## src/rtl/core/fha_pkg.sv

```systemverilog
// Shared types and codes of the first-fit heap allocator.
package fha_pkg;

   localparam int ADDR_W = 32;
   localparam int SIZE_W = 32;

   // Request opcodes
   localparam logic [1:0] OP_ALLOC_BYTES  = 2'd0;
   localparam logic [1:0] OP_ALLOC_BLOCKS = 2'd1;
   localparam logic [1:0] OP_FREE         = 2'd2;

   typedef enum logic [2:0] {
      ST_OK      = 3'd0,
      ST_ALREADY = 3'd1,
      ST_NOFIT   = 3'd2,
      ST_NULL    = 3'd3,
      ST_BOUNDS  = 3'd4,
      ST_BAD     = 3'd5,
      ST_FULL    = 3'd6
   } status_type;

   typedef struct packed {
      logic [1:0]        opcode;
      logic [ADDR_W-1:0] request_size;
      logic [ADDR_W-1:0] release_address;
   } req_type;

   typedef struct packed {
      logic [ADDR_W-1:0] granted_address;
      logic [2:0]        status;
      logic              all_free;
   } rsp_type;

endpackage

```

## src/rtl/core/fha_ceil_div.sv

```systemverilog
// Request sizer: rounds a byte count up to whole blocks and scales the block count to bytes.
module fha_ceil_div #(
   parameter int BLOCK_BYTES = 64,
   parameter int NEED_W      = fha_pkg::ADDR_W + 1 + $clog2(BLOCK_BYTES + 1)
) (
   input  logic                      clock,
   input  logic                      reset,
   input  logic                      start,
   input  logic                      by_blocks,
   input  logic [fha_pkg::ADDR_W-1:0] request_size,
   output logic                      done,
   output logic [NEED_W-1:0]         needed
);

   localparam int AW = fha_pkg::ADDR_W;
   localparam int RW = $clog2(BLOCK_BYTES);

   logic              done_ff, done_in;
   logic [NEED_W-1:0] needed_ff, needed_in;
   logic [AW:0]       rounded;

   // block size is a power of two: round up with an add and a mask, scale with a shift
   always_comb begin
      rounded   = {1'b0, request_size} + (AW+1)'(BLOCK_BYTES - 1);
      done_in   = start;
      needed_in = needed_ff;
      if (start) begin
         if (by_blocks) begin
            needed_in = NEED_W'(request_size) << RW;
         end else begin
            needed_in = NEED_W'({rounded[AW:RW], {RW{1'b0}}});
         end
      end
   end

   always_ff @(posedge clock) begin
      if (reset) begin
         done_ff <= 1'b0;
      end else begin
         done_ff <= done_in;
      end
      needed_ff <= needed_in;
   end

   assign done   = done_ff;
   assign needed = needed_ff;

endmodule

```

## config.mk

```make
export PLATFORM = sky130hd
export DESIGN_NAME = fha_ceil_div
export DESIGN_NICKNAME = d
export VERILOG_FILES = /design/src/rtl/core/fha_pkg.sv /design/src/rtl/core/fha_ceil_div.sv
export SDC_FILE = /design/constraint.sdc
export NUM_CORES = 1
export LEC_CHECK = 0
export BUFFER_PORTS_ARGS = -buffer_cell sky130_fd_sc_hd__buf_2
export CAP_MARGIN = 30
export CORE_ASPECT_RATIO = 0.7
export CORE_MARGIN = 10
export CORE_UTILIZATION = 42
export CTS_BUF_LIST = sky130_fd_sc_hd__clkbuf_4 sky130_fd_sc_hd__clkbuf_8
export CTS_CLUSTER_SIZE = 25
export DETAILED_ROUTE_END_ITERATION = 8
export PLACE_DENSITY_LB_ADDON = 0.25
export SLEW_MARGIN = 15
export SYNTH_ARGS = -nofsm -noshare
export SYNTH_HDL_FRONTEND = slang
export SYNTH_SLANG_ARGS = --single-unit
export TNS_END_PERCENT = 1
```

## constraint.sdc

```tcl
create_clock -name clock -period 2.1 [get_ports clock]
set_input_delay 0 -clock clock [delete_from_list [all_inputs] [get_ports clock]]
set_output_delay 0 -clock clock [all_outputs]
set_load 0.05 [all_outputs]
```

==> metrics.txt, run 1 <==
Final Hold Vio Count=0; count of flip-flops with a built-in enable after synthesis=32; Final Routed Wirelength=6140 um; CTS clock-pin slew for the worst setup and hold paths=0.08 ns; layout cells sized above 1=31.0%; post-synth top area cell=edfxtp_1; Final Max Tran Viols=0; Inserted Diodes=0; simple-gate area share of the yosys netlist=27.2%; Initial Util=44.4%; cell count after synthesis=229; IO Count=77; xor/xnor share of the synthesized area=2.41%; mux cell area share after synthesis=0%; Slew HR=49.4%; Port-buffer cells=68; CP Max Fanout=8; Commonest cells post-synth=edfxtp_1 (32), nand2_1 (22), nor2_1 (19); dpl hpwl=4510 um; Worst VDD drop=312 uV; CP Class=in2reg; Vias/cell=5.66; Cell Int Power=1.31 mW; synth warn=0; Worst Hold Slack=0.0169 ns; status=finished, final reports clean; final worst slack=0.599 ns; remaining antenna violation count=0; adder-cell share of the synthesized area=0%; Critical Path AT=1.52 ns; Worst Tran Pin Value=0.759 ns; switching share of power=33.3%; Die Wd=106 um; Core Rows=21; Synth area leaders=edfxtp_1 (44%), nand2_1 (3.8%), nand3_1 (3.4%), nor2_1 (3.3%), o21ai_0 (3.0%); gpl congestion=0.859; logic gate share of total power=26.0%; grt total ovfl=0; Placed Area=2510 um^2; hold crit path type=in2reg; synthesis-to-layout area growth=21.0%; drt first pass iters=4; PwrDens=741 nW/um^2; Data required, critical path=2.12 ns; DR vias=2056; Clk pwr share=32.9%; # DRC=0; Sw Pwr=652 uW; Place WS=0.301 ns; Synth Register Bits=33; Setup TNS Final=0 ns; count leader, synth=edfxtp_1; Seq pwr share=41.1%; CP endpoint kind=register; asr flop ratio synth=0%; final-report setup violation count=0; clock tree root buffer cell=clkbuf_8; largest family of logic cells by synthesized area=simple AND/OR/NAND/NOR gates; largest net degree at the start of global routing=44; Num CTS Buffers=5; clk sink count=33; LEAKAGE=1.01 nW; global-route wire length before repair=9920 um; FMAX=0.666 GHz; wire length per cell=16.9 um; Longest Clk Path Bufs=2; die area=8530 um^2; post-synthesis compound-gate area fraction=17.1%; RSZ-0062 raised after global routing=false; max cap viols=0; fin crit share=71.5%; Cells after DPL=354; Unique masters post-synth=51; CTS H-tree depth=2; ys flop type=edfxtp_1; Non-Filler Instances=363; height of the die=80.3 um; initial DRC count=214; cell area after layout=2640 um^2; initial antenna violation count=0; CTS tree=yes; vias in the first global route=1920; area share of the leading cell type in the synthesized netlist=44.0%; crit path time final=1.50 ns; Setup crit start kind=input pin; Synth Cell Area=2180 um^2; total track usage=14.4%; Avg Cell Area, Syn=9.53 um^2; nets=329; Core Region=4910 um^2; Seq/Total Area, Yosys=44.9%
-- sequential cells by signal, indices dropped and copies added (netlist names) --
name,cells
needed,32
done,1
-- worst max-delay path: stages --
cell and delay [ns]:
buf_2 0.16, nand3_1 0.23, or4_2 0.72, nor3_1 0.24
o221ai_1 0.17
-- cells by family (layout without fill, tap and decap cells) --
family	Yosys count	after routing
simple gates	106	106
other cells	1	8
compound gates	52	52
xor+xnor	6	6
flops	33	33
buf+inv	31	89
-- layer usage --
layer | vias to the layer above | share of wire, % | wire [um] | global-route usage, %
li1 | 1001 | - | - | -
met1 | 953 | 49 | 3030 | 21.0
met2 | 93 | 40 | 2470 | 19.4
met3 | 9 | 9.4 | 580 | 5.02
met4 | 0 | 0.88 | 54 | 3.64
met5 | - | 0 | 0 | 0
-- metrics by stage --
stage | power (mW) | utilization [%]
after detailed placement | 1.33 | 51.1
after global routing | 2.04 | 53.8
after floorplan | 1.19 | -
after CTS | 1.97 | 53.8
final | 1.96 | 53.8
after global placement | 1.32 | 51.1
-- layout by cell type, fill, tap and decap left out, drive strengths merged, types with 7 or more instances in the layout --
master / n
clkbuf: 7
nand2: 22
a31oi: 7
buf: 71
edfxtp: 32
or4: 11
nor2: 20
o31ai: 7
o21ai: 13
inv: 9
conb: 8
nand4: 11
nand3: 16
-- area by class of cell --
cell class	count	area, um^2
Clock buffer	7	90.1
Clock inverter	1	30.0
Fill cell	471	2270
Inverter	9	33.8
Multi-Input combinational cell	172	1050
Sequential cell	33	981
Tap cell	69	86.3
Timing Repair Buffer	72	373
-- power groups by stage --
| stage | clock, mW | combinational (mW) | sequential, mW |
|---|---|---|---|
| after global routing | 0.685 | 0.547 | 0.811 |
| after CTS | 0.656 | 0.512 | 0.806 |
| final | 0.644 | 0.509 | 0.805 |
| after detailed placement | 0 | 0.510 | 0.818 |
| after floorplan | 0 | 0.156 | 1.03 |
| after global placement | 0 | 0.506 | 0.818 |
-- worst paths after layout --
| check | cells past startpoint | end | start |
|---|---|---|---|
| setup / recovery | 5 | needed[26] | request_size[17] |
| hold / removal | 3 | needed[8] | request_size[2] |
-- timing repair --
item                      4_1_cts  5_1_grt
hold endpoints to repair        1        0
hold buffers                    1        0
resized for setup               0        0
setup buffers                   0        0
Power figures use the tool's default switching activity.
==> inputs of run 2 (changes only) <==
Clock period 2.1 ns to 1.29 ns, I/O delays scaled along.
==> metrics.txt, run 2 (same netlist as run 1, synthesis figures left out) <==
status=finished with violations (was finished, final reports clean); violated checks=setup timing; remaining antenna violation count=0 (unchanged); Die Wd=106 um (unchanged); crit path time final=1.29 ns; Core Region=4910 um^2 (unchanged); worst hold path startpoint=request_size[2] (unchanged); largest net degree at the start of global routing=46 (was 44); synthesis-to-layout area growth=46.0% (was 21.0%); Worst Hold Slack=0.0228 ns (was 0.0169 ns); hold crit path type=in2reg (unchanged); Vias/cell=5.38 (was 5.66); CP Max Fanout=7 (was 8); Worst VDD drop=442 uV (was 312 uV); initial DRC count=190 (was 214); Data required, critical path=1.34 ns (was 2.12 ns); # DRC=0 (unchanged); Core Rows=21 (unchanged); WHS Path Cells=3 (unchanged); DR vias=2283 (was 2056); Final Hold Vio Count=0 (unchanged); final worst slack=-0.00308 ns (was 0.599 ns); Largest register FFs=32 (unchanged); most common cell after layout, fill and taps aside=buf_2 (unchanged); most frequent cells in the layout=buf_2 (67), buf_4 (60), edfxtp_1 (32), nand2_1 (22), nor2_1 (19) (was buf_2 (68), edfxtp_1 (32), nand2_1 (22), nor2_1 (19), nand3_1 (15)); slowest CP cell=or4_4 (was or4_2); CP endpoint kind=register (unchanged); Final Routed Wirelength=6960 um (was 6140 um); CP peak stage delay=0.59 ns (was 0.72 ns); Setup TNS Final=-0.00978 ns (was 0 ns); CTS clock-pin slew for the worst setup and hold paths=0.07 ns (was 0.08 ns); worst path cell trace=buf_2 -> or4_4 -> o211ai_1 -> xor2_1 -> o21ai_0 (was buf_2 -> nand3_1 -> or4_2 -> nor3_1 -> o221ai_1); wire length per cell=16.4 um (was 16.9 um); die area=8530 um^2 (unchanged); max cap viols=0 (unchanged); fin crit share=100%; Num CTS Buffers=5 (unchanged); layout cells sized above 1=44.4% (was 31.0%); nets=389 (was 329); Final Power=3.28 mW (was 1.96 mW); initial antenna violation count=1 (was 0); Initial Util=44.4% (unchanged); clk sink count=33 (unchanged); IO Count=77 (unchanged); LEAKAGE=1.31 nW (was 1.01 nW); Port-buffer cells=68 (unchanged); clock tree root buffer cell=clkbuf_8 (unchanged); FMAX=0.773 GHz; drt first pass iters=5 (was 4); global-route wire length before repair=11100 um (was 9920 um); Longest Clk Path Bufs=2 (unchanged); CP Class=in2reg (unchanged); PwrDens=1030 nW/um^2 (was 741 nW/um^2); dpl hpwl=5430 um (was 4510 um); final-report setup violation count=4 (was 0); gpl congestion=0.919 (was 0.859); Hold Path Sink=needed[8] (unchanged); RSZ-0062 raised after global routing=true (was false); grt total ovfl=0 (unchanged); total track usage=16.0% (was 14.4%); Setup crit start kind=input pin (unchanged); Critical Path AT=1.34 ns (was 1.52 ns); height of the die=80.3 um (unchanged); CTS H-tree depth=2 (unchanged); CTS tree=yes (unchanged); Place WS=-0.370 ns (was 0.301 ns); vias in the first global route=2136 (was 1920); Final Max Tran Viols=0 (unchanged); Util after Layout=64.9% (was 53.8%)
## run 2: changes by cell type in the layout (fill, tap and decap cells not counted), sizes merged
cell | previous run | this run
buf | 71 | 131
clkbuf | 7 | 6
clkinv | 0 | 1
diode | 0 | 1
## run 2: worst max-delay path by stage
stage,end,from,cells past startpoint
2_1_floorplan,needed[25],request_size[17],5
3_3_place_gp,needed[24],request_size[5],6
3_5_place_dp,needed[26],request_size[20],5
5_1_grt,needed[30],request_size[22],5
4_1_cts,needed[10],request_size[5],6
6_report,needed[10],request_size[1],5
## run 2: power breakdown
group / leakage (nW) / internal (mW) / switching (mW)
logic: 0.938 / 0.290 / 0.681
registers: 0.320 / 1.29 / 0.0235
clock network: 0.0563 / 0.591 / 0.405
total: 1.31 / 2.17 / 1.11
## run 2: final cells by class
class,instances,area (um^2)
antenna,1,2.50
clock buffer,6,76.3
clock inverter,2,33.8
fill,426,1730
inverter,9,33.8
multi-input combinational,172,1110
sequential,33,981
tap,69,86.3
timing repair buffer,132,867
## run 2: critical path: cells and delay by family
family / cells / cell delay (ns)
buffers and inverters: 1 / 0.10
and+or+nand+nor: 1 / 0.59
AOI/OAI and AO/OA: 2 / 0.46
xor gates and xnor gates: 1 / 0.18
## run 2: stage by stage
step | std cells | instance area (um^2)
2_1_floorplan | 236 | 2240
3_3_place_gp | 413 | 3020
4_1_cts | 422 | 3150
3_5_place_dp | 413 | 3020
5_1_grt | 423 | 3180
6_report | 424 | 3190
## run 2: layer usage
metal | part of all wire [%] | GRT usage (%) | vias up
li1 | - | - | 1125
met1 | 48 | 22.6 | 1058
met2 | 41 | 22.5 | 93
met3 | 9.5 | 6.06 | 7
met4 | 0.82 | 3.64 | 0
met5 | 0 | 0 | -
## run 2: what timing repair did
| item | in CTS | in global routing |
|---|---|---|
| hold buffers | 1 | 0 |
| setup endpoints to repair | 11 | 20 |
| endpoints found under the hold margin | 1 | 0 |
| pin swaps | 1 | 4 |
| gates resized for setup | 4 | 5 |
| setup buffers | 0 | 2 |
==> inputs of run 3 (changes only) <==
Settings changed: MAX_ROUTING_LAYER set to met4, REMOVE_ABC_BUFFERS set to 1.
==> metrics.txt, run 3 (same netlist as run 1, synthesis figures left out) <==
status=finished with violations (unchanged); violated checks=setup timing (unchanged); Non-Filler Instances=417 (was 424); Initial Util=44.4% (unchanged); remaining antenna violation count=0 (unchanged); Final Hold Vio Count=0 (unchanged); hold crit path type=in2reg (unchanged); Port-buffer cells=68 (unchanged); wire length per cell=17.0 um (was 16.4 um); final-report setup violation count=1 (was 4); clk sink count=33 (unchanged); synthesis-to-layout area growth=44.5% (was 46.0%); total track usage=17.0% (was 16.0%); Die Wd=106 um (unchanged); Worst VDD drop=446 uV (was 442 uV); Core Rows=21 (unchanged); dpl hpwl=5210 um (was 5430 um); CP peak stage delay=0.55 ns (was 0.59 ns); crit path time final=1.31 ns (was 1.29 ns); Longest Clk Path Bufs=2 (unchanged); CP Max Fanout=7 (unchanged); # DRC=0 (unchanged); FMAX=0.763 GHz (was 0.773 GHz); WHS Path Cells=2 (was 3); largest net degree at the start of global routing=46 (unchanged); vias in the first global route=2344 (was 2136); max cap viols=0 (unchanged); WP depth=5 (unchanged); Vias/cell=5.55 (was 5.38); nets=383 (was 389); cell area after layout=3160 um^2 (was 3190 um^2); area of the multi-input gates=1120 um^2 (was 1110 um^2); CTS clock-pin slew for the worst setup and hold paths=0.07 ns (about the same); gpl congestion=0.930 (was 0.919); Setup TNS Final=-0.0208 ns (was -0.00978 ns); Num CTS Buffers=5 (unchanged); CP delay by family, top=simple AND/OR/NAND/NOR gates (unchanged); CTS tree=yes (unchanged); Final Max Tran Viols=0 (unchanged); layout cells sized above 1=44.3% (was 44.4%); Sequential cell area=981 um^2 (unchanged); global-route wire length before repair=11400 um (was 11100 um); buffers and inverters on the worst path=1 (unchanged); clock tree root buffer cell=clkbuf_8 (unchanged); post-CTS setup buffers=0 (unchanged); Worst Tran Pin Value=0.545 ns; Data required, critical path=1.34 ns (about the same); IO Count=77 (unchanged); Placed Area=2960 um^2 (was 3020 um^2); CP Class=in2reg (unchanged); Core Region=4910 um^2 (unchanged); worst path cell trace=buf_2 -> nand4_4 -> or4_4 -> o311a_1 -> a221o_1 (was buf_2 -> or4_4 -> o211ai_1 -> xor2_1 -> o21ai_0); most frequent cells in the layout=buf_2 (66), buf_4 (55), edfxtp_1 (32), nand2_1 (22), nor2_1 (19) (was buf_2 (67), buf_4 (60), edfxtp_1 (32), nand2_1 (22), nor2_1 (19)); LEAKAGE=1.29 nW (was 1.31 nW); Final Routed Wirelength=7090 um (was 6960 um); final worst slack=-0.0208 ns (was -0.00308 ns); Cells after DPL=408 (was 413); fillcell total=406 (was 426); Setup crit start kind=input pin (unchanged); DR vias=2313 (was 2283); slowest CP cell=or4_4 (unchanged); CP endpoint kind=register (unchanged); CTS H-tree depth=2 (unchanged); Critical Path AT=1.36 ns (was 1.34 ns); initial antenna violation count=0 (was 1); RSZ-0062 raised after global routing=true (unchanged); height of the die=80.3 um (unchanged); grt total ovfl=0 (unchanged); most common cell after layout, fill and taps aside=buf_2 (unchanged); die area=8530 um^2 (unchanged); Inserted Diodes=0 (was 1); fin crit share=102% (was 100%); Util after Layout=64.2% (was 64.9%); Largest register FFs=32 (unchanged); PwrDens=1040 nW/um^2 (was 1030 nW/um^2); initial DRC count=181 (was 190); Slew HR=63.3%; drt first pass iters=4 (was 5)
[run 3: final timing paths]
kind | from | slack [ns] | end
worst max-delay path | request_size[22] | -0.02 | needed[25]
worst min-delay path | request_size[31] | 0.02 | needed[37]
[run 3: cell type report]
type / instances / area share, %
clock buffer: 6 / 2.42
clock inverter: 2 / 1.07
inverter: 9 / 1.07
multi-input combinational: 172 / 35.5
sequential: 33 / 31.1
tap: 69 / 2.74
timing repair buffer: 126 / 26.1
[run 3: metrics by stage]
step / setup WS (ns) / hold slack (ns) / power, mW
2_1_floorplan: -0.391 / 0.0716 / 1.88
4_1_cts: -0.0214 / 0.0261 / 3.27
3_5_place_dp: -0.423 / 0.167 / 2.27
5_1_grt: -0.0760 / 0.0374 / 3.39
6_report: -0.0208 / 0.0243 / 3.27
3_3_place_gp: -0.402 / 0.162 / 2.26
[run 3: repair_timing]
item                                   CTS  global route
setup endpoints to repair               18            20
endpoints found under the hold margin    1             0
pin swaps                                0             4
hold buffers                             1             0
resized for setup                        7             9
[run 3: routing by layer]
metal / vias up / wire, um / track usage [%]
li1: 1107 / - / -
met1: 1083 / 3250 / 21.6
met2: 113 / 3170 / 26.3
met3: 10 / 584 / 3.91
met4: 0 / 85 / 5.66
met5: - / 0 / -
[run 3: report_power, final]
| group | leakage [nW] | internal, mW | switching [mW] |
|---|---|---|---|
| Sequential | 0.320 | 1.29 | 0.0228 |
| Combinational | 0.913 | 0.284 | 0.683 |
| Clock | 0.0563 | 0.591 | 0.401 |
